===== src/hdl/mtlsd_pkg.sv =====
// package for the multi-track level sync detector
// holds the track entry and result types, field positions and codes
// no dependencies
package mtlsd_pkg;

  localparam int NUM_TRACKS_DEF = 8;
  localparam int SEL_W          = 3;
  localparam int STAMP_W        = 64;
  localparam int LEVEL_W        = 32;
  localparam int STATUS_W       = 2;

  // input word layout
  localparam int IN_TA_LO    = 0;
  localparam int IN_TB_LO    = IN_TA_LO + SEL_W;
  localparam int IN_STAMP_LO = IN_TB_LO + SEL_W;
  localparam int IN_LEVEL_LO = IN_STAMP_LO + STAMP_W;
  localparam int IN_USED_W   = IN_LEVEL_LO + LEVEL_W;
  localparam int IN_DATA_W   = ((IN_USED_W + 7) / 8) * 8;

  // output word layout
  localparam int OUT_STATUS_LO = 0;
  localparam int OUT_OFFSET_LO = OUT_STATUS_LO + STATUS_W;
  localparam int OUT_USED_W    = OUT_OFFSET_LO + STAMP_W;
  localparam int OUT_DATA_W    = ((OUT_USED_W + 7) / 8) * 8;

  localparam logic FN_WRITE = 1'b0;
  localparam logic FN_QUERY = 1'b1;

  localparam logic [STATUS_W-1:0] ST_UNDEF = 2'd0;
  localparam logic [STATUS_W-1:0] ST_WHITE = 2'd1;
  localparam logic [STATUS_W-1:0] ST_BLACK = 2'd2;

  localparam logic [1:0] EDGE_UP   = 2'b01;
  localparam logic [1:0] EDGE_DOWN = 2'b10;

  localparam logic [LEVEL_W-1:0] NO_LEVEL = '1;

  typedef struct packed {
    logic [STATUS_W-1:0] state;
    logic [STAMP_W-1:0]  stamp;
    logic [LEVEL_W-1:0]  level;
  } entry_t;

  localparam int ENT_W = $bits(entry_t);

  localparam entry_t ENT_RESET = '{state: ST_UNDEF, stamp: '0, level: NO_LEVEL};

  typedef struct packed {
    logic   en;
    entry_t ent;
  } upd_t;

  typedef struct packed {
    logic [STATUS_W-1:0] track_status;
    logic                offset_valid;
    logic [STAMP_W-1:0]  offset_us;
  } res_t;

endpackage


===== src/hdl/mtlsd_ram.sv =====
// generic ram, one write port and two registered read ports
// no dependencies
module mtlsd_ram #(
  parameter int WIDTH = 8,
  parameter int DEPTH = 8,
  localparam int AW = (DEPTH > 1) ? $clog2(DEPTH) : 1
) (
  input  logic             clk,
  input  logic             we,
  input  logic [AW-1:0]    waddr,
  input  logic [WIDTH-1:0] wdata,
  input  logic             re,
  input  logic [AW-1:0]    raddr_a,
  input  logic [AW-1:0]    raddr_b,
  output logic [WIDTH-1:0] rdata_a,
  output logic [WIDTH-1:0] rdata_b
);

  logic [WIDTH-1:0] mem [DEPTH];

  always_ff @(posedge clk) begin
    if (we) begin
      mem[waddr] <= wdata;
    end
    if (re) begin
      rdata_a <= mem[raddr_a];
      rdata_b <= mem[raddr_b];
    end
  end

endmodule


===== src/hdl/mtlsd_eval.sv =====
// per-item evaluation: threshold crossing update and switch-time offset
// depends on mtlsd_pkg
module mtlsd_eval
  import mtlsd_pkg::*;
(
  input  logic               func,
  input  logic               a_ok,
  input  logic               b_ok,
  input  logic [STAMP_W-1:0] stamp,
  input  logic [LEVEL_W-1:0] level,
  input  logic [LEVEL_W-1:0] threshold,
  input  entry_t             ent_a,
  input  entry_t             ent_b,
  output upd_t               upd,
  output res_t               res
);

  logic [1:0] edg;

  always_comb begin
    edg          = {ent_a.level > threshold, level > threshold};
    upd.en       = (func == FN_WRITE) && a_ok;
    upd.ent      = ent_a;
    upd.ent.level = level;
    if (ent_a.level != NO_LEVEL) begin
      case (edg)
        EDGE_UP: begin
          upd.ent.state = ST_WHITE;
          upd.ent.stamp = stamp;
        end
        EDGE_DOWN: begin
          upd.ent.state = ST_BLACK;
          upd.ent.stamp = stamp;
        end
        default: begin
        end
      endcase
    end

    res.offset_valid = 1'b0;
    res.offset_us    = '0;
    if (func == FN_QUERY && a_ok && b_ok && ent_a.state == ent_b.state &&
        ent_a.state != ST_UNDEF) begin
      res.offset_valid = 1'b1;
      res.offset_us    = ent_a.stamp - ent_b.stamp;
    end

    if (!a_ok) begin
      res.track_status = ST_UNDEF;
    end else if (func == FN_WRITE) begin
      res.track_status = upd.ent.state;
    end else begin
      res.track_status = ent_a.state;
    end
  end

endmodule


===== src/hdl/multi_track_level_sync_detector.sv =====
// top level of the multi-track level sync detector
// depends on mtlsd_pkg, mtlsd_ram and mtlsd_eval
//
// Usage:
//   in_*  : one word per item; in_tuser is the function (0 write a level
//           sample, 1 query two tracks).
//   out_* : exactly one result word per input word, in order.
//   cfg_* : writes the shared level threshold; always ready; the user is to
//           write it only while idle, which the block itself does not enforce.
// out_tvalid follows the input register and then the result register; one word
// per cycle is sustained while out_tready is high. The track table is read at
// accept time (two read ports of the table ram) and updated when the item moves
// to the output register; the last table write is forwarded to the next item.
// Reset clears the threshold and marks all tracks unwritten through per-track
// valid bits, so the table reads as undefined / no level right after reset,
// with no clearing pass.
// When the receiver stalls, the output word holds, the evaluation stage holds
// one more item, and in_tready drops until out_tready returns.
module multi_track_level_sync_detector
  import mtlsd_pkg::*;
#(
  parameter int NUM_TRACKS = NUM_TRACKS_DEF
) (
  input  logic                  clk,
  input  logic                  rst_n,
  input  logic                  cfg_valid,
  output logic                  cfg_ready,
  input  logic [LEVEL_W-1:0]    cfg_data,   // level_threshold
  input  logic                  in_tvalid,
  output logic                  in_tready,
  // track_sel, other_track_sel, stamp_us, level, zero pad
  input  logic [IN_DATA_W-1:0]  in_tdata,
  input  logic                  in_tuser,   // func
  output logic                  out_tvalid,
  input  logic                  out_tready,
  // track_status, offset_us, zero pad
  output logic [OUT_DATA_W-1:0] out_tdata,
  output logic                  out_tuser   // offset_valid
);

  localparam int TRK_W = (NUM_TRACKS > 1) ? $clog2(NUM_TRACKS) : 1;

  logic [LEVEL_W-1:0]    thr_r;
  logic [NUM_TRACKS-1:0] vld_r;

  logic                  s1_vld_r;
  logic                  s1_func_r;
  logic [TRK_W-1:0]      s1_ia_r;
  logic [TRK_W-1:0]      s1_ib_r;
  logic                  s1_aok_r;
  logic                  s1_bok_r;
  logic [STAMP_W-1:0]    s1_stamp_r;
  logic [LEVEL_W-1:0]    s1_lvl_r;
  logic                  s1_avld_r;
  logic                  s1_bvld_r;

  logic                  byp_vld_r;
  logic [TRK_W-1:0]      byp_idx_r;
  entry_t                byp_ent_r;

  logic                  out_vld_r;
  res_t                  out_res_r;

  logic [SEL_W-1:0]      in_ta;
  logic [SEL_W-1:0]      in_tb;
  logic [TRK_W-1:0]      in_ia;
  logic [TRK_W-1:0]      in_ib;
  logic                  in_aok;
  logic                  in_bok;
  logic                  in_acc;
  logic                  out_free;
  logic                  s1_fire;

  entry_t                ram_a;
  entry_t                ram_b;
  entry_t                ent_a;
  entry_t                ent_b;
  upd_t                  upd;
  res_t                  res;

  assign cfg_ready = 1'b1;

  assign in_ta  = in_tdata[IN_TA_LO +: SEL_W];
  assign in_tb  = in_tdata[IN_TB_LO +: SEL_W];
  assign in_ia  = TRK_W'(in_ta);
  assign in_ib  = TRK_W'(in_tb);
  assign in_aok = 32'(in_ta) < 32'(NUM_TRACKS);
  assign in_bok = 32'(in_tb) < 32'(NUM_TRACKS);

  assign out_free  = !out_vld_r || out_tready;
  assign s1_fire   = s1_vld_r && out_free;
  assign in_tready = !s1_vld_r || out_free;
  assign in_acc    = in_tvalid && in_tready;

  mtlsd_ram #(
    .WIDTH (ENT_W),
    .DEPTH (NUM_TRACKS)
  ) u_ram (
    .clk     (clk),
    .we      (s1_fire && upd.en),
    .waddr   (s1_ia_r),
    .wdata   (upd.ent),
    .re      (in_acc),
    .raddr_a (in_ia),
    .raddr_b (in_ib),
    .rdata_a (ram_a),
    .rdata_b (ram_b)
  );

  always_comb begin
    if (byp_vld_r && byp_idx_r == s1_ia_r) begin
      ent_a = byp_ent_r;
    end else if (s1_avld_r) begin
      ent_a = ram_a;
    end else begin
      ent_a = ENT_RESET;
    end
    if (byp_vld_r && byp_idx_r == s1_ib_r) begin
      ent_b = byp_ent_r;
    end else if (s1_bvld_r) begin
      ent_b = ram_b;
    end else begin
      ent_b = ENT_RESET;
    end
  end

  mtlsd_eval u_eval (
    .func      (s1_func_r),
    .a_ok      (s1_aok_r),
    .b_ok      (s1_bok_r),
    .stamp     (s1_stamp_r),
    .level     (s1_lvl_r),
    .threshold (thr_r),
    .ent_a     (ent_a),
    .ent_b     (ent_b),
    .upd       (upd),
    .res       (res)
  );

  always_ff @(posedge clk) begin
    if (!rst_n) begin
      thr_r     <= '0;
      vld_r     <= '0;
      s1_vld_r  <= 1'b0;
      byp_vld_r <= 1'b0;
      out_vld_r <= 1'b0;
    end else begin
      if (cfg_valid && cfg_ready) begin
        thr_r <= cfg_data;
      end
      if (in_tready) begin
        s1_vld_r <= in_tvalid;
      end
      if (out_free) begin
        out_vld_r <= s1_vld_r;
      end
      if (s1_fire && upd.en) begin
        vld_r[s1_ia_r] <= 1'b1;
        byp_vld_r      <= 1'b1;
      end
    end
  end

  always_ff @(posedge clk) begin
    if (in_acc) begin
      s1_func_r  <= in_tuser;
      s1_ia_r    <= in_ia;
      s1_ib_r    <= in_ib;
      s1_aok_r   <= in_aok;
      s1_bok_r   <= in_bok;
      s1_stamp_r <= in_tdata[IN_STAMP_LO +: STAMP_W];
      s1_lvl_r   <= in_tdata[IN_LEVEL_LO +: LEVEL_W];
      s1_avld_r  <= vld_r[in_ia];
      s1_bvld_r  <= vld_r[in_ib];
    end
    if (s1_fire && upd.en) begin
      byp_idx_r <= s1_ia_r;
      byp_ent_r <= upd.ent;
    end
    if (s1_fire) begin
      out_res_r <= res;
    end
  end

  assign out_tvalid = out_vld_r;
  assign out_tuser  = out_res_r.offset_valid;
  assign out_tdata  = OUT_DATA_W'({out_res_r.offset_us, out_res_r.track_status});

  // forwarded entry always belongs to a written track
  a_byp_written: assert property (@(posedge clk) disable iff (!rst_n)
    byp_vld_r |-> vld_r[byp_idx_r])
    else $error("bypass entry points at an unwritten track");

  // an offset is only reported for tracks in a defined state
  a_valid_state: assert property (@(posedge clk) disable iff (!rst_n)
    out_vld_r && out_res_r.offset_valid |-> out_res_r.track_status != ST_UNDEF)
    else $error("offset reported for an undefined track");

  // no offset value leaks out without the valid flag
  a_zero_offset: assert property (@(posedge clk) disable iff (!rst_n)
    out_vld_r && !out_res_r.offset_valid |-> out_res_r.offset_us == '0)
    else $error("offset nonzero while not valid");

  // on a result stall the evaluation stage keeps its item and blocks new input
  a_stall_hold: assert property (@(posedge clk) disable iff (!rst_n)
    s1_vld_r && out_vld_r && !out_tready |=> s1_vld_r && $stable(s1_ia_r))
    else $error("evaluation stage lost its item under stall");

endmodule


===== config.mk =====
export PLATFORM = sky130hd
export DESIGN_NAME = multi_track_level_sync_detector
export DESIGN_NICKNAME = d
export VERILOG_FILES = /design/src/hdl/mtlsd_pkg.sv /design/src/hdl/mtlsd_ram.sv /design/src/hdl/mtlsd_eval.sv /design/src/hdl/multi_track_level_sync_detector.sv
export SDC_FILE = /design/constraint.sdc
export NUM_CORES = 2
export LEC_CHECK = 0
export BUFFER_PORTS_ARGS = -buffer_cell sky130_fd_sc_hd__clkbuf_2
export CORE_MARGIN = 1
export CORE_UTILIZATION = 58
export CTS_BUF_LIST = sky130_fd_sc_hd__clkbuf_2 sky130_fd_sc_hd__clkbuf_4 sky130_fd_sc_hd__clkbuf_8
export CTS_CLUSTER_SIZE = 25
export DETAILED_ROUTE_END_ITERATION = 10
export GPL_ROUTABILITY_DRIVEN = 0
export GPL_TIMING_DRIVEN = 0
export PLACE_DENSITY_LB_ADDON = 0.05
export SYNTH_ARGS = -nofsm -noshare
export SYNTH_HDL_FRONTEND = slang
export SYNTH_HIERARCHICAL = 1
export SYNTH_SLANG_ARGS = --single-unit

===== constraint.sdc =====
create_clock -name clk -period 16.9 [get_ports clk]
set_input_delay 4.225 -clock clk [delete_from_list [all_inputs] [get_ports clk]]
set_output_delay 4.225 -clock clk [all_outputs]
set_load 0.005 [all_outputs]

Yosys cells after proc, flatten, opt, wreduce, memory -nomap -nowiden
Memories as Yosys holds them, arrays and structs flattened. A register that Yosys moved wholly into a read port is not among the register bits.
Index checks and enable logic that the tools add are counted.
- add/subtract/negate cells: 1
- $lt $le $gt $ge: 6
- eq/ne operators: 6
- muxes and demuxes: 16
- bitwise gates (word level): 2
- reduce and logical (&&, ||, !) cells: 13
- operator list (kind ; number):
    98-bit 2-to-1 mux ; 4
    66-bit case mux with 2 select lines ; 1
    66-bit 2-to-1 mux ; 1
    65-bit 2-to-1 mux ; 1
    32-bit > comparator ; 2
    64-bit subtractor ; 1
    32-bit inequality test, second input constant ; 1
    3-bit by 4-bit < comparator with 1-bit output, second input constant ; 3
    1-bit logical AND ; 8
    8-bit OR ; 1
    1-bit binary-select mux with 3-bit select ; 2
    3-bit == test ; 2
    1-bit 2-to-1 mux ; 5
    1-bit demux with 3-bit select ; 1
    3-bit by 1-bit >= comparator with 1-bit output, second input constant ; 1
    2-bit by 1-bit == test with 1-bit output, second input constant ; 1
    2-bit == test ; 1
    2-bit == test, second input constant ; 1
    1-bit logical NOT ; 2
    1-bit logical OR ; 2
    2-bit 2-to-1 mux ; 1
    2-bit nonzero test ; 1
    1-bit inverter ; 1
- bits in registers: 316
- memory bits (writable): 784
- word-level logic and storage cells: 64
- memories kept: 1
- memory list (memory ; words ; width ; read ports ; clocked after Yosys merged registers in ; write ports ; line ; text):
    u_ram.mem ; 8 ; 98 ; 2 ; 2 ; 1 ; mtlsd_ram.sv:19 ; logic [WIDTH-1:0] mem [DEPTH];

Longest topological paths before layout
- depth in word-level cells: 8
- depth in mapped cells: 23
- mapped depth without buffers: 18

Hierarchy
Netlist, hierarchy kept.
- modules (own cells, without submodules) (module ; times used ; cells an instance ; area each (µm²) ; seq. area each (µm²)):
    mtlsd_ram ; 1 ; 1691 ; 41398.5 ; 29428.2
    multi_track_level_sync_detector ; 1 ; 943 ; 13524.2 ; 9058.7
    mtlsd_eval ; 1 ; 1182 ; 7252.0 ; 0.0

Least setup slack after synthesis
Ideal clock, no wire load.
- path type: input port to flip-flop
- from: input out_tready
- to: memory u_ram/mem[4][0] (netlist name) (enable)
- setup time: 0.674 ns
- arrival: 16.214 ns
- setup slack: 0.012 ns
- stages: 5
- cell sequence: nor2b_1 clkbuf_1 nor2_1 nand2_1 nor3_1
- word-level cells in the longest chain between the ends: 5
- RTL lines (element ; line ; text):
    from (decl) ; multi_track_level_sync_detector.sv:35 ; input logic out_tready,
    1-bit logical OR ; multi_track_level_sync_detector.sv:90 ; assign out_free = !out_vld_r || out_tready;
    1-bit logical AND ; multi_track_level_sync_detector.sv:91 ; assign s1_fire = s1_vld_r && out_free;
    1-bit logical AND ; multi_track_level_sync_detector.sv:100 ; .we (s1_fire && upd.en),
    1-bit 2-to-1 mux ; mtlsd_ram.sv:22 ; if (we) begin
    1-bit 2-to-1 mux (not written as such) ; mtlsd_ram.sv:23 ; mem[waddr] <= wdata;
    to (decl) ; mtlsd_ram.sv:19 ;
No other way between the ends.

Worst setup path after layout
- from: input out_tready
- to: output in_tready
- word-level cells in the longest chain between the ends: 2
- RTL lines (element ; line ; text):
    1-bit logical OR ; multi_track_level_sync_detector.sv:90 ;
    1-bit logical OR ; multi_track_level_sync_detector.sv:92 ; assign in_tready = !s1_vld_r || out_free;
    to (decl) ; multi_track_level_sync_detector.sv:30 ; output logic in_tready,
No other way between the ends.

==> metrics <==
Mean Syn Cell Area 16.28 um2; CP Data Arrival Time 5.57 ns; Num CTS Buffers 203; number of post-CTS setup repair buffers 0; total power 6929 uW; final non-filler cell total 5,624; WL/cell 27.42 um; slowest library cell on the worst path clkbuf_1; CTS Sinks 1,264; worst-path fanout max 10; Period minus WS final 9.797 ns; PD cells 103.7 nW/um2; Critical Path Start Type input port; fill cell instance count of the final layout 6,967; detailed-route via count 35,010; Worst Slack Setup Final 7.103 ns; setup violators final 0; Worst Hold Class register to register; slowest stage delay, CP 0.56 ns; nets@finish 4,376; first-pass GRT wire length 227,500 um; vias per std cell 6.224; Place WS 7.126 ns; Layout area overhead 13.74%; Slew HR 12.42%; most used cell, CP clkbuf_2; Die Ht 320.3 um; critical path buffer and inverter count 3; largest net degree at the start of global routing 64; RSZ-0062 raised after global routing false; Skew-Pair Late Insertion Delay 0.88 ns; Slew Viols, Final 0; initial antenna violation count 8; post_cts resized 0; period utilisation layout 57.97%; yosys warns 6; peak supply drop 0.08455 mV; Detailed Routing Iterations Pass 1 6; gr usage total 30.42%; vias in the first global route 35,950; site row count 116; H-tree levels 4; initial core utilization 58.59%; placed cells 5,254; initial drt markers 3,987; worst-case clock skew 0.04353 ns; Cells after Synth 3,610; leak pwr 0.02461 uW; Worst setup startpoint out_tready; min-delay src vld_r[1]; GRT overflow 0; DIE AREA 102,600 um2; clk root buf clkbuf_8; IO Count 218; deepest clock path buffer count 3; clk slew on worst S/H paths 0.06 ns; final WL 154,200 um; family with the most delay on the worst path buffers and inverters; cell area after synthesis 58,760 um2; Max Cap Viol 0; Final Hold Fails 0; Req. time, crit path 12.68 ns; kind of critical path input port to primary output; Die Wd 320.3 um; cts hold-fix bufs 0; HPWL Detailed 104,300 um; Critical Path End Type primary output; Max Clock Freq 102.1 MHz; worst slew pin tran 1.314 ns; core area 100,300 um2; CTS tree done; Final ANT Viol Nets 0; drt drc 0; PortBufs 207; Reg2Reg Launch Point s1_ia_r[0]; share of layout cells above drive strength 1 28.99%; outcome completed; crit path cell chain clkbuf_2 -> nor2b_1 -> clkbuf_1 -> nand2_1 -> clkbuf_2
==> through the flow <==
stage,TNS (ns),hold slack (ns),area (um2),util (%)
6_report,0,0.4985,66830,66.64
5_1_grt,0,0.5124,66830,66.63
4_1_cts,0,0.4957,66830,66.63
3_5_place_dp,0,0.4785,62860,62.67
3_3_place_gp,-7660.84,0.4657,61530,61.35
2_1_floorplan,0,0.4519,58800,-
==> final timing paths <==
check | end | slack (ns) | cells past startpoint
worst max-delay path | in_tready | 7.10 | 5
worst min register to register | vld_r[1] | 0.50 | 1
worst min-delay path | vld_r[1] | 0.50 | 1
worst max register to register | u_ram/mem[0][76] | 9.23 | 22
==> area by class of cell <==
| cell class | instances | area, um2 | area share [%] |
|---|---|---|---|
| timing repair buffer | 277 | 2288 | 3.424 |
| inverter | 181 | 679.4 | 1.017 |
| clock inverter | 91 | 570.5 | 0.8537 |
| buffer | 249 | 1485 | 2.222 |
| sequential | 1264 | 37530 | 56.15 |
| antenna | 3 | 7.507 | 0.01123 |
| clock buffer | 276 | 3398 | 5.085 |
| tap | 1357 | 1698 | 2.540 |
| multi-input combinational | 1926 | 19180 | 28.70 |
==> worst register-to-register path, stage by stage, from the launching register on <==
cell and delay [ns]:
edfxtp_1 0.50, buf_6 0.19, xnor2_2 0.12, nand4_1 0.08, buf_4 0.33, buf_6 0.21
mux2_2 0.36, ha_1 0.33, a21o_1 0.16, a21o_1 0.17, a21oi_1 0.21, o21ai_0 0.13
a221o_1 0.37, a21o_1 0.18, a221oi_1 0.28, a31o_2 0.18, ha_1 0.13, a21o_1 0.47
clkbuf_1 0.95, clkbuf_1 0.78, clkbuf_1 0.61, nand2_1 0.10, o21ai_0 0.43
==> sequential cells by signal, summed over array words and instances, names as in the netlist, 3 cells and up <==
register / flops
s1_stamp_r: 64
vld_r: 8
s1_ia_r: 3
out_tdata: 66
u_ram/rdata_b: 66
s1_ib_r: 3
s1_lvl_r: 32
thr_r: 32
byp_idx_r: 3
u_ram/rdata_a: 98
byp_ent_r: 98
u_ram/mem: 784
==> cells in the final DEF (no fill, tap or decap), types with 37 or more instances in the layout <==
cell,n
buf_6,60
nor2_1,88
clkbuf_4,64
clkinv_1,54
dfxtp_1,43
nand2b_1,49
nor2b_1,48
mux4_1,37
clkbuf_1,102
a21o_1,57
ha_1,131
a21oi_1,88
mux4_2,295
buf_4,48
inv_1,181
mux2_2,200
mux2i_1,165
clkbuf_8,212
nand4_1,51
o21ai_0,115
nand2_1,326
buf_2,40
clkbuf_2,208
edfxtp_1,1221
==> power by group <==
part / leakage [uW] / switching (uW) / internal (uW)
clock network: 0.00210 / 1200 / 1380
logic: 0.0108 / 477 / 278
registers: 0.0117 / 29.9 / 3560
total: 0.0246 / 1710 / 5220
==> routing by layer <==
layer | up-vias | wire length (um) | track usage [%]
met5 | - | 72 | 0
met4 | 12 | 5027 | 11.03
met3 | 340 | 12350 | 5.797
li1 | 15030 | - | -
met2 | 1685 | 75530 | 49.77
met1 | 17930 | 61250 | 40.98
No activity file was read; power rests on OpenSTA's default activity.
